### src/hw/rtl/iefc_pkg.sv
`timescale 1ns / 1ps
// ----------------------------------------------------------------------------
// iefc_pkg
// Shared types and codes for the input event frame coalescer.
// ----------------------------------------------------------------------------
package iefc_pkg;

    localparam int LIM_W   = 31;
    localparam int VAL_W   = 32;
    localparam int TYPE_W  = 16;
    localparam int CODE_W  = 16;
    localparam int CFG_IDX_W = 2;

    // result queue
    localparam int DEPTH   = 4;
    localparam int PTR_W   = $clog2(DEPTH);
    localparam int CNT_W   = $clog2(DEPTH + 1);
    localparam int MAX_RES = 3;

    localparam logic [TYPE_W-1:0] EV_SYN = 16'd0;
    localparam logic [TYPE_W-1:0] EV_KEY = 16'd1;
    localparam logic [TYPE_W-1:0] EV_REL = 16'd2;
    localparam logic [TYPE_W-1:0] EV_ABS = 16'd3;

    localparam logic [CODE_W-1:0] CODE_X        = 16'h0000;
    localparam logic [CODE_W-1:0] CODE_Y        = 16'h0001;
    localparam logic [CODE_W-1:0] CODE_PRESSURE = 16'h0018;
    localparam logic [CODE_W-1:0] CODE_SYN_REPORT = 16'h0000;
    localparam logic [CODE_W-1:0] CODE_TOUCH    = 16'h014A;

    localparam logic [CFG_IDX_W-1:0] CFG_X_LIMIT        = 2'd0;
    localparam logic [CFG_IDX_W-1:0] CFG_Y_LIMIT        = 2'd1;
    localparam logic [CFG_IDX_W-1:0] CFG_PRESSURE_LIMIT = 2'd2;

    typedef enum logic [1:0] {
        KIND_REL = 2'd0,
        KIND_ABS = 2'd1,
        KIND_KEY = 2'd2
    } t_kind;

    typedef struct packed {
        t_kind                    kind;
        logic signed [VAL_W-1:0]  rel_dx;
        logic signed [VAL_W-1:0]  rel_dy;
        logic [LIM_W-1:0]         pos_x;
        logic [LIM_W-1:0]         pos_y;
        logic signed [VAL_W-1:0]  pressure;
        logic [LIM_W-1:0]         x_scale;
        logic [LIM_W-1:0]         y_scale;
        logic [LIM_W-1:0]         pressure_scale;
        logic [CODE_W-1:0]        key_code;
        logic signed [VAL_W-1:0]  key_value;
        logic                     last;
    } t_result;

    // results of one event, already packed into slots from slot 0 upward
    typedef struct packed {
        logic [1:0]                count;
        t_result [MAX_RES-1:0]     res;
    } t_push;

endpackage

### src/hw/rtl/iefc_core.sv
`timescale 1ns / 1ps
// ----------------------------------------------------------------------------
// iefc_core
// Input register, axis latches and result generation for one event a cycle while the result queue has room.
// ----------------------------------------------------------------------------
module iefc_core
    import iefc_pkg::*;
(
    input  logic                    i_clk,
    input  logic                    i_rst_n,
    input  logic                    i_valid,
    output logic                    o_stall,
    input  logic [TYPE_W-1:0]       i_ev_type,
    input  logic [CODE_W-1:0]       i_ev_code,
    input  logic signed [VAL_W-1:0] i_ev_value,
    input  logic                    i_cfg_we,
    input  logic [CFG_IDX_W-1:0]    i_cfg_addr,
    input  logic [LIM_W-1:0]        i_cfg_data,
    input  logic                    i_room,
    output t_push                   o_push
);

    logic                    r_in_valid;
    logic [TYPE_W-1:0]       r_ev_type;
    logic [CODE_W-1:0]       r_ev_code;
    logic signed [VAL_W-1:0] r_ev_value;

    logic [LIM_W-1:0] r_x_limit, r_y_limit, r_p_limit;

    logic signed [VAL_W-1:0] r_held_dx, n_held_dx;
    logic signed [VAL_W-1:0] r_held_dy, n_held_dy;
    logic signed [VAL_W-1:0] r_held_x, n_held_x;
    logic signed [VAL_W-1:0] r_held_y, n_held_y;
    logic signed [VAL_W-1:0] r_held_p, n_held_p;
    logic r_motion, n_motion;
    logic r_x_pend, n_x_pend;
    logic r_y_pend, n_y_pend;
    logic r_owed, n_owed;

    logic             fire;
    logic             is_sync;
    logic [LIM_W-1:0] clip_x, clip_y;
    t_result          rel_res, abs_res, td_res, key_res;
    t_push            push;

    function automatic logic [LIM_W-1:0] clip_axis(
        input logic signed [VAL_W-1:0] v,
        input logic [LIM_W-1:0]        lim
    );
        logic [LIM_W-1:0] c;
        if (v[VAL_W-1]) begin
            c = '0;
        end else if (v[LIM_W-1:0] > lim) begin
            c = lim;
        end else begin
            c = v[LIM_W-1:0];
        end
        return c;
    endfunction

    assign fire    = r_in_valid && i_room;
    assign o_stall = r_in_valid && !i_room;
    assign is_sync = (r_ev_type == EV_SYN) && (r_ev_code == CODE_SYN_REPORT);

    assign clip_x = clip_axis(r_held_x, r_x_limit);
    assign clip_y = clip_axis(r_held_y, r_y_limit);

    always_comb begin
        rel_res        = '0;
        rel_res.kind   = KIND_REL;
        rel_res.rel_dx = r_held_dx;
        rel_res.rel_dy = r_held_dy;

        abs_res                = '0;
        abs_res.kind           = KIND_ABS;
        abs_res.pos_x          = r_x_pend ? clip_x : '0;
        abs_res.x_scale        = r_x_pend ? r_x_limit : '0;
        abs_res.pos_y          = r_y_pend ? clip_y : '0;
        abs_res.y_scale        = r_y_pend ? r_y_limit : '0;
        abs_res.pressure       = r_held_p;
        abs_res.pressure_scale = r_p_limit;

        td_res           = '0;
        td_res.kind      = KIND_KEY;
        td_res.key_code  = CODE_TOUCH;
        td_res.key_value = 32'sd1;

        key_res           = '0;
        key_res.kind      = KIND_KEY;
        key_res.key_code  = r_ev_code;
        key_res.key_value = r_ev_value;
    end

    always_comb begin
        n_held_dx = r_held_dx;
        n_held_dy = r_held_dy;
        n_held_x  = r_held_x;
        n_held_y  = r_held_y;
        n_held_p  = r_held_p;
        n_motion  = r_motion;
        n_x_pend  = r_x_pend;
        n_y_pend  = r_y_pend;
        n_owed    = r_owed;
        push      = '0;

        if (fire) begin
            case (r_ev_type)
                EV_REL: begin
                    if (r_ev_code == CODE_X) begin
                        n_held_dx = r_ev_value;
                        n_motion  = 1'b1;
                    end else if (r_ev_code == CODE_Y) begin
                        n_held_dy = r_ev_value;
                        n_motion  = 1'b1;
                    end
                end
                EV_ABS: begin
                    if (r_ev_code == CODE_X) begin
                        n_held_x = r_ev_value;
                        n_x_pend = 1'b1;
                    end else if (r_ev_code == CODE_Y) begin
                        n_held_y = r_ev_value;
                        n_y_pend = 1'b1;
                    end else if (r_ev_code == CODE_PRESSURE) begin
                        n_held_p = r_ev_value;
                    end
                end
                EV_KEY: begin
                    // touch press is held back until the next position report
                    if (!(r_ev_code == CODE_TOUCH && r_ev_value != '0)) begin
                        if (r_ev_code == CODE_TOUCH) begin
                            n_owed = 1'b1;
                        end
                        push.res[0] = key_res;
                        push.count  = 2'd1;
                    end
                end
                EV_SYN: begin
                    if (is_sync) begin
                        if (r_motion) begin
                            n_motion    = 1'b0;
                            n_held_dx   = '0;
                            n_held_dy   = '0;
                            push.res[0] = rel_res;
                            push.count  = 2'd1;
                        end
                        if (r_x_pend || r_y_pend) begin
                            if (r_x_pend) begin
                                n_held_x = {1'b0, clip_x};
                                n_x_pend = 1'b0;
                            end
                            if (r_y_pend) begin
                                n_held_y = {1'b0, clip_y};
                                n_y_pend = 1'b0;
                            end
                            n_held_p = '0;
                            push.res[push.count] = abs_res;
                            push.count = push.count + 2'd1;
                            if (r_owed) begin
                                n_owed = 1'b0;
                                push.res[push.count] = td_res;
                                push.count = push.count + 2'd1;
                            end
                        end
                    end
                end
                default: ;
            endcase
        end

        for (int k = 0; k < MAX_RES; k++) begin
            if (push.count != 2'd0 && (push.count - 2'd1) == 2'(k)) begin
                push.res[k].last = 1'b1;
            end
        end
    end

    assign o_push = push;

    always_ff @(posedge i_clk) begin
        if (!i_rst_n) begin
            r_in_valid <= 1'b0;
        end else if (!r_in_valid || fire) begin
            r_in_valid <= i_valid;
        end
    end

    always_ff @(posedge i_clk) begin
        if ((!r_in_valid || fire) && i_valid) begin
            r_ev_type  <= i_ev_type;
            r_ev_code  <= i_ev_code;
            r_ev_value <= i_ev_value;
        end
    end

    always_ff @(posedge i_clk) begin
        if (!i_rst_n) begin
            r_x_limit <= '0;
            r_y_limit <= '0;
            r_p_limit <= '0;
        end else if (i_cfg_we) begin
            case (i_cfg_addr)
                CFG_X_LIMIT:        r_x_limit <= i_cfg_data;
                CFG_Y_LIMIT:        r_y_limit <= i_cfg_data;
                CFG_PRESSURE_LIMIT: r_p_limit <= i_cfg_data;
                default: ;
            endcase
        end
    end

    always_ff @(posedge i_clk) begin
        if (!i_rst_n) begin
            r_held_dx <= '0;
            r_held_dy <= '0;
            r_held_x  <= '0;
            r_held_y  <= '0;
            r_held_p  <= '0;
            r_motion  <= 1'b0;
            r_x_pend  <= 1'b0;
            r_y_pend  <= 1'b0;
            r_owed    <= 1'b1;
        end else begin
            r_held_dx <= n_held_dx;
            r_held_dy <= n_held_dy;
            r_held_x  <= n_held_x;
            r_held_y  <= n_held_y;
            r_held_p  <= n_held_p;
            r_motion  <= n_motion;
            r_x_pend  <= n_x_pend;
            r_y_pend  <= n_y_pend;
            r_owed    <= n_owed;
        end
    end

    a_touch_down_cleared: assert property (@(posedge i_clk) disable iff (!i_rst_n)
        (fire && is_sync && (r_x_pend || r_y_pend)) |=> (!r_owed && !r_x_pend && !r_y_pend))
        else $error("touch-down or axis flag not cleared after position report");

    a_motion_cleared: assert property (@(posedge i_clk) disable iff (!i_rst_n)
        (fire && is_sync && r_motion) |=> (!r_motion && r_held_dx == '0 && r_held_dy == '0))
        else $error("relative deltas not cleared after motion report");

    a_held_request: assert property (@(posedge i_clk) disable iff (!i_rst_n)
        (r_in_valid && !fire) |=> (r_in_valid && $stable(r_ev_type) && $stable(r_ev_value)))
        else $error("waiting request lost or changed");

endmodule

### src/hw/rtl/iefc_result_fifo.sv
`timescale 1ns / 1ps
// ----------------------------------------------------------------------------
// iefc_result_fifo
// Small result queue: takes up to three results a cycle, delivers one while the receiver does not stall.
// ----------------------------------------------------------------------------
module iefc_result_fifo
    import iefc_pkg::*;
(
    input  logic    i_clk,
    input  logic    i_rst_n,
    input  t_push   i_push,
    output logic    o_room,
    output logic    o_valid,
    input  logic    i_stall,
    output t_result o_head
);

    localparam logic [CNT_W-1:0] ROOM_LEVEL = CNT_W'(DEPTH - MAX_RES);

    t_result          r_mem [DEPTH];
    logic [PTR_W-1:0] r_wptr, r_rptr;
    logic [CNT_W-1:0] r_count, n_count;
    logic             pop;

    assign o_valid = (r_count != '0);
    assign pop     = o_valid && !i_stall;
    assign o_room  = (r_count <= ROOM_LEVEL);
    assign o_head  = r_mem[r_rptr];
    assign n_count = r_count + CNT_W'(i_push.count) - CNT_W'(pop);

    always_ff @(posedge i_clk) begin
        for (int k = 0; k < MAX_RES; k++) begin
            if (2'(k) < i_push.count) begin
                r_mem[r_wptr + PTR_W'(k)] <= i_push.res[k];
            end
        end
    end

    always_ff @(posedge i_clk) begin
        if (!i_rst_n) begin
            r_wptr  <= '0;
            r_rptr  <= '0;
            r_count <= '0;
        end else begin
            r_wptr  <= r_wptr + PTR_W'(i_push.count);
            r_rptr  <= r_rptr + PTR_W'(pop);
            r_count <= n_count;
        end
    end

    a_no_overflow: assert property (@(posedge i_clk) disable iff (!i_rst_n)
        (i_push.count != 2'd0) |-> ((r_count + CNT_W'(i_push.count)) <= CNT_W'(DEPTH)))
        else $error("result queue overflow");

    a_count_bound: assert property (@(posedge i_clk) disable iff (!i_rst_n)
        r_count <= CNT_W'(DEPTH))
        else $error("result count out of range");

    a_ptr_track: assert property (@(posedge i_clk) disable iff (!i_rst_n)
        (r_wptr - r_rptr) == r_count[PTR_W-1:0])
        else $error("queue pointers disagree with count");

endmodule

### src/hw/rtl/input_event_frame_coalescer_unit.sv
`timescale 1ns / 1ps
// ----------------------------------------------------------------------------
// input_event_frame_coalescer_unit
// Coalesces key, relative and absolute input events into per-frame results.
// ----------------------------------------------------------------------------
// Usage:
//   Input channel (i_valid / o_stall) carries one event request: type, code
//   and signed value. Output channel (o_valid / i_stall) carries one result
//   request with its kind and fields; o_last marks the final result of an
//   event. Limits are written through i_cfg_we / i_cfg_addr / i_cfg_data
//   while the block is idle.
//   An event is registered on accept, evaluated from that register into the
//   result queue once the queue has room, and shown from the queue register.
//   Throughput: one event per cycle while each event makes at most one result
//   and the receiver does not stall. A sync report can make up to three
//   results, delivered one per cycle from the four-entry queue; input is
//   stalled while the queue holds more than one result, so the single output
//   port sets the rate there. Reset clears the queue, the latched axes and
//   the limits, and marks a touch-down as owed. A stalled receiver holds
//   the head result steady; o_stall holds an event while over one is queued.
// ----------------------------------------------------------------------------
module input_event_frame_coalescer_unit
    import iefc_pkg::*;
(
    input  logic                    i_clk,
    input  logic                    i_rst_n,
    input  logic                    i_valid,
    output logic                    o_stall,
    input  logic [TYPE_W-1:0]       i_ev_type,
    input  logic [CODE_W-1:0]       i_ev_code,
    input  logic signed [VAL_W-1:0] i_ev_value,
    input  logic                    i_cfg_we,
    input  logic [CFG_IDX_W-1:0]    i_cfg_addr,
    input  logic [LIM_W-1:0]        i_cfg_data,
    output logic                    o_valid,
    input  logic                    i_stall,
    output logic [1:0]              o_out_kind,
    output logic signed [VAL_W-1:0] o_rel_dx,
    output logic signed [VAL_W-1:0] o_rel_dy,
    output logic [LIM_W-1:0]        o_pos_x,
    output logic [LIM_W-1:0]        o_pos_y,
    output logic signed [VAL_W-1:0] o_pressure,
    output logic [LIM_W-1:0]        o_x_scale,
    output logic [LIM_W-1:0]        o_y_scale,
    output logic [LIM_W-1:0]        o_pressure_scale,
    output logic [CODE_W-1:0]       o_key_code,
    output logic signed [VAL_W-1:0] o_key_value,
    output logic                    o_last
);

    t_push   push;
    t_result head;
    logic    room;

    iefc_core u_core (
        .i_clk      (i_clk),
        .i_rst_n    (i_rst_n),
        .i_valid    (i_valid),
        .o_stall    (o_stall),
        .i_ev_type  (i_ev_type),
        .i_ev_code  (i_ev_code),
        .i_ev_value (i_ev_value),
        .i_cfg_we   (i_cfg_we),
        .i_cfg_addr (i_cfg_addr),
        .i_cfg_data (i_cfg_data),
        .i_room     (room),
        .o_push     (push)
    );

    iefc_result_fifo u_fifo (
        .i_clk   (i_clk),
        .i_rst_n (i_rst_n),
        .i_push  (push),
        .o_room  (room),
        .o_valid (o_valid),
        .i_stall (i_stall),
        .o_head  (head)
    );

    assign o_out_kind       = head.kind;
    assign o_rel_dx         = head.rel_dx;
    assign o_rel_dy         = head.rel_dy;
    assign o_pos_x          = head.pos_x;
    assign o_pos_y          = head.pos_y;
    assign o_pressure       = head.pressure;
    assign o_x_scale        = head.x_scale;
    assign o_y_scale        = head.y_scale;
    assign o_pressure_scale = head.pressure_scale;
    assign o_key_code       = head.key_code;
    assign o_key_value      = head.key_value;
    assign o_last           = head.last;

endmodule
### config.mk
export PLATFORM = sky130hd
export DESIGN_NAME = input_event_frame_coalescer_unit
export DESIGN_NICKNAME = d
export VERILOG_FILES = /design/src/hw/rtl/iefc_pkg.sv /design/src/hw/rtl/iefc_core.sv /design/src/hw/rtl/iefc_result_fifo.sv /design/src/hw/rtl/input_event_frame_coalescer_unit.sv
export SDC_FILE = /design/constraint.sdc
export NUM_CORES = 2
export LEC_CHECK = 0
export BUFFER_PORTS_ARGS = -buffer_cell sky130_fd_sc_hd__buf_2
export CAP_MARGIN = 20
export CORE_MARGIN = 2
export CORE_UTILIZATION = 45
export DETAILED_ROUTE_END_ITERATION = 16
export PLACE_DENSITY_LB_ADDON = 0.2
export SYNTH_ARGS = -nofsm -noshare
export SYNTH_HDL_FRONTEND = slang
export SYNTH_SLANG_ARGS = --single-unit
export TNS_END_PERCENT = 20
### constraint.sdc
create_clock -name i_clk -period 17.84 [get_ports i_clk]
set_input_delay 2.676 -clock i_clk [delete_from_list [all_inputs] [get_ports i_clk]]
set_output_delay 2.676 -clock i_clk [all_outputs]
set_load 0.02 [all_outputs]
==> results.txt <==
Layout Nets -> 5271
Area Growth Syn to Fin -> 14.2%
placed cell count -> 6842
status -> finished, final reports clean
std cell rows -> 140
most instantiated library cell after synthesis -> edfxtp_1
EDFF count, synth -> 1272
postcts setup bufs -> 0
unrepaired setup endpoints after global routing -> false
pin count of the biggest net entering global routing -> 158
CTS root buf -> clkbuf_16
drt total wl -> 206000 um
DRC errors left -> 0
die span in x -> 387 um
DRT antenna net count -> 0
GRT overflow -> 0
CTS tree -> done
max_slew headroom -> 0.262
port buffer count -> 405
post-synth top area cell -> edfxtp_1
Syn Inst Count -> 4798
first-pass GRT wire length -> 296000 um
Sink Count -> 1537
Max clock buf depth -> 3
Reg-to-Reg Start -> u_core.r_ev_code[2]$_DFFE_PP_
vias per cell -> 5.88
Mapped Area -> 66000 um^2
Storage cell area -> 43500 um^2
Maximum Capacitance Violations -> 0
Netlist cell types -> 76
RR Endpoint -> u_fifo.r_mem[0][187]$_SDFFCE_PP0P_
PD cells -> 121 nW/um^2
net switching power -> 2.60 mW
Leak -> 25.6 nW
die height -> 387 um
Tcrit/Tclk final -> 0.390
Hold Crit Class -> flip-flop to flip-flop
Hold Path Origin -> u_core.r_held_dx[16]$_SDFFE_PN0P_
DR iter-0 viols -> 4631
Post-CTS Resized -> 0
ys async rst share -> 0
Initial Util -> 0.453
post-DP HPWL -> 129000 um
Hold Path End -> u_core.r_held_dx[16]$_SDFFE_PN0P_
Comb power frac -> 0.194
DR WL/cell -> 28.7 um
I/O Pins -> 406
clock power share -> 0.372
Req. time, crit path -> 15160 ps
H-tree depth -> 4
Final Skew -> 29.1 ps
register area share after synthesis -> 0.659
Mapped Avg Cell Area -> 13.8 um^2
# setup viols final -> 0
min Tclk post-route -> 6960 ps
layout cells sized above 1 -> 0.210
filler instances -> 12300
CP arrival -> 4290 ps
critical path capture point type -> primary output
FF+latch count, synth -> 1537
CP startpoint kind -> flip-flop
Pint -> 6.52 mW
DRT Pass-1 Iters -> 7
Max Fanout on Critical Path -> 103
reg2reg setup slack -> 11940 ps
Skew-Pair Late Insertion Delay -> 810 ps
routability cong. -> 0.868
critical path class -> flip-flop to primary output
Core ar. -> 146000 um^2
Post-synth top cells -> edfxtp_1 (1272), nor2_1 (570), nand2_1 (418), and2_1 (388), a21oi_1 (346)
Total GRT Usage -> 0.272
Worst Tran Pin Value -> 1110 ps
Finished Layout Cells -> 7175
number of global-route vias before repair -> 41200
Switching Share -> 0.285
Seq pwr share -> 0.434
initial antenna violation count -> 46
top-area cell type share of the netlist area -> 0.579
clk slew on worst S/H paths -> 60 ps
Final Hold Vio Count -> 0
Syn Nets -> 4971
hold depth -> 2
maximum VDD drop -> 0.000162 V
setup_tns -> 0 ps
synth warn -> 0
CTS Hold Bufs -> 0
R2R cell count -> 10
fmax -> 0.144 GHz
Top FF cell, synth -> edfxtp_1
TritonCTS buffer count -> 166
top cells by area, synth -> edfxtp_1 (58%), mux4_2 (10%), dfxtp_1 (8.0%)
die area -> 150000 um^2
Max Transition Viols Final -> 0
Via Count -> 42200
area of the multi-input gates -> 20900 um^2
-- power groups by stage --
stage | logic (mW) | registers [mW] | clock network, mW
floorplan | 1.19 | 3.97 | 0
global placement | 1.79 | 4.03 | 0
detailed placement | 1.79 | 4.03 | 0
CTS | 1.79 | 3.96 | 3.44
global route | 1.86 | 3.96 | 3.58
finish | 1.77 | 3.96 | 3.39
-- worst max-delay path: stages, from the launching register on --
cell     delay [ps]
dfxtp_4         930
buf_12          760
buf_4           760
mux4_2          650
buf_2           190
-- routing by layer --
metal	up-vias	share of wire	GRT usage
met4	26	0.039	0.107
met3	371	0.089	0.0650
met2	1827	0.47	0.429
met5	-	0.00089	0
met1	21600	0.40	0.365
li1	18400	-	-
-- flip-flops by register name (all words and copies together) (netlist names), 32 cells and up --
register,flops
u_fifo.r_mem,1208
u_core.r_held_dx,32
u_core.r_held_dy,32
u_core.r_held_x,32
u_core.r_held_y,32
u_core.r_ev_value,32
u_core.r_held_p,32
-- kinds of logic after synthesis --
group                      after synthesis  share of synthesized area
buffers and inverters                  438                     0.0274
adders and majority gates               73                     0.0139
and+or+nand+nor                       1778                      0.132
xor gates and xnor gates                 5                   0.000664
AOI/OAI and AO/OA                      605                     0.0547
DFF                                   1537                      0.659
muxes                                  362                      0.112
-- final cells by class --
class / instances / area share
clock buffer: 246 / 0.0626
sequential: 1537 / 0.577
timing repair buffer: 490 / 0.0368
multi-input combinational: 2823 / 0.278
antenna: 17 / 0.000565
clock inverter: 65 / 0.00873
tap: 1917 / 0.0318
inverter: 80 / 0.00408
-- worst max path at each step --
stage	from	to	slack, ps	cells after the start
2_1_floorplan	u_core.r_ev_type[3]$_DFFE_PP_	u_fifo.r_mem[1][0]$_DFFE_PP_	8160	9
3_3_place_gp	u_core.r_ev_type[3]$_DFFE_PP_	u_fifo.r_mem[2][80]$_SDFFCE_PP0P_	11260	11
3_5_place_dp	u_core.r_ev_type[3]$_DFFE_PP_	u_fifo.r_mem[2][183]$_SDFFCE_PP0P_	11160	11
4_1_cts	u_fifo.r_rptr[0]$_SDFF_PN0_	o_key_value[27]	10410	4
5_1_grt	u_fifo.r_rptr[0]$_SDFF_PN0_	o_y_scale[29]	10500	4
6_report	u_fifo.r_rptr[0]$_SDFF_PN0_	o_y_scale[29]	10880	4
-- cells in the final DEF (no fill, tap or decap), types with 17 or more instances in the layout --
cell,Yosys,layout
o31ai_1,37,34
and3_1,165,164
ha_1,70,70
mux4_2,302,302
nor2_1,570,566
clkbuf_16,0,169
or2_0,24,24
and2_1,388,387
clkinv_2,0,19
clkbuf_1,227,57
inv_1,77,76
edfxtp_1,1272,1272
buf_4,0,78
a21oi_1,346,346
mux2i_1,60,60
diode_2,0,17
o22ai_1,34,32
buf_2,52,405
a221o_1,28,28
clkinv_1,1,18
nor3_1,20,19
nand3_1,73,71
dfxtp_1,265,263
clkbuf_8,0,20
o21ai_0,60,60
nor4_1,22,21
a21o_1,45,45
nand4_1,44,44
nand2_1,418,418
-- through the flow --
step	setup slack [ps]	hold WS [ps]	utilization	power [mW]	cell area [um^2]
finish	10880	452	0.518	9.12	75400
global route	10500	474	0.518	9.40	75300
CTS	10410	453	0.517	9.19	75200
detailed placement	11160	446	0.480	5.82	69800
global placement	11260	441	0.480	5.82	69800
floorplan	8160	432	-	5.16	66000
(Power assumes the default switching activity.)
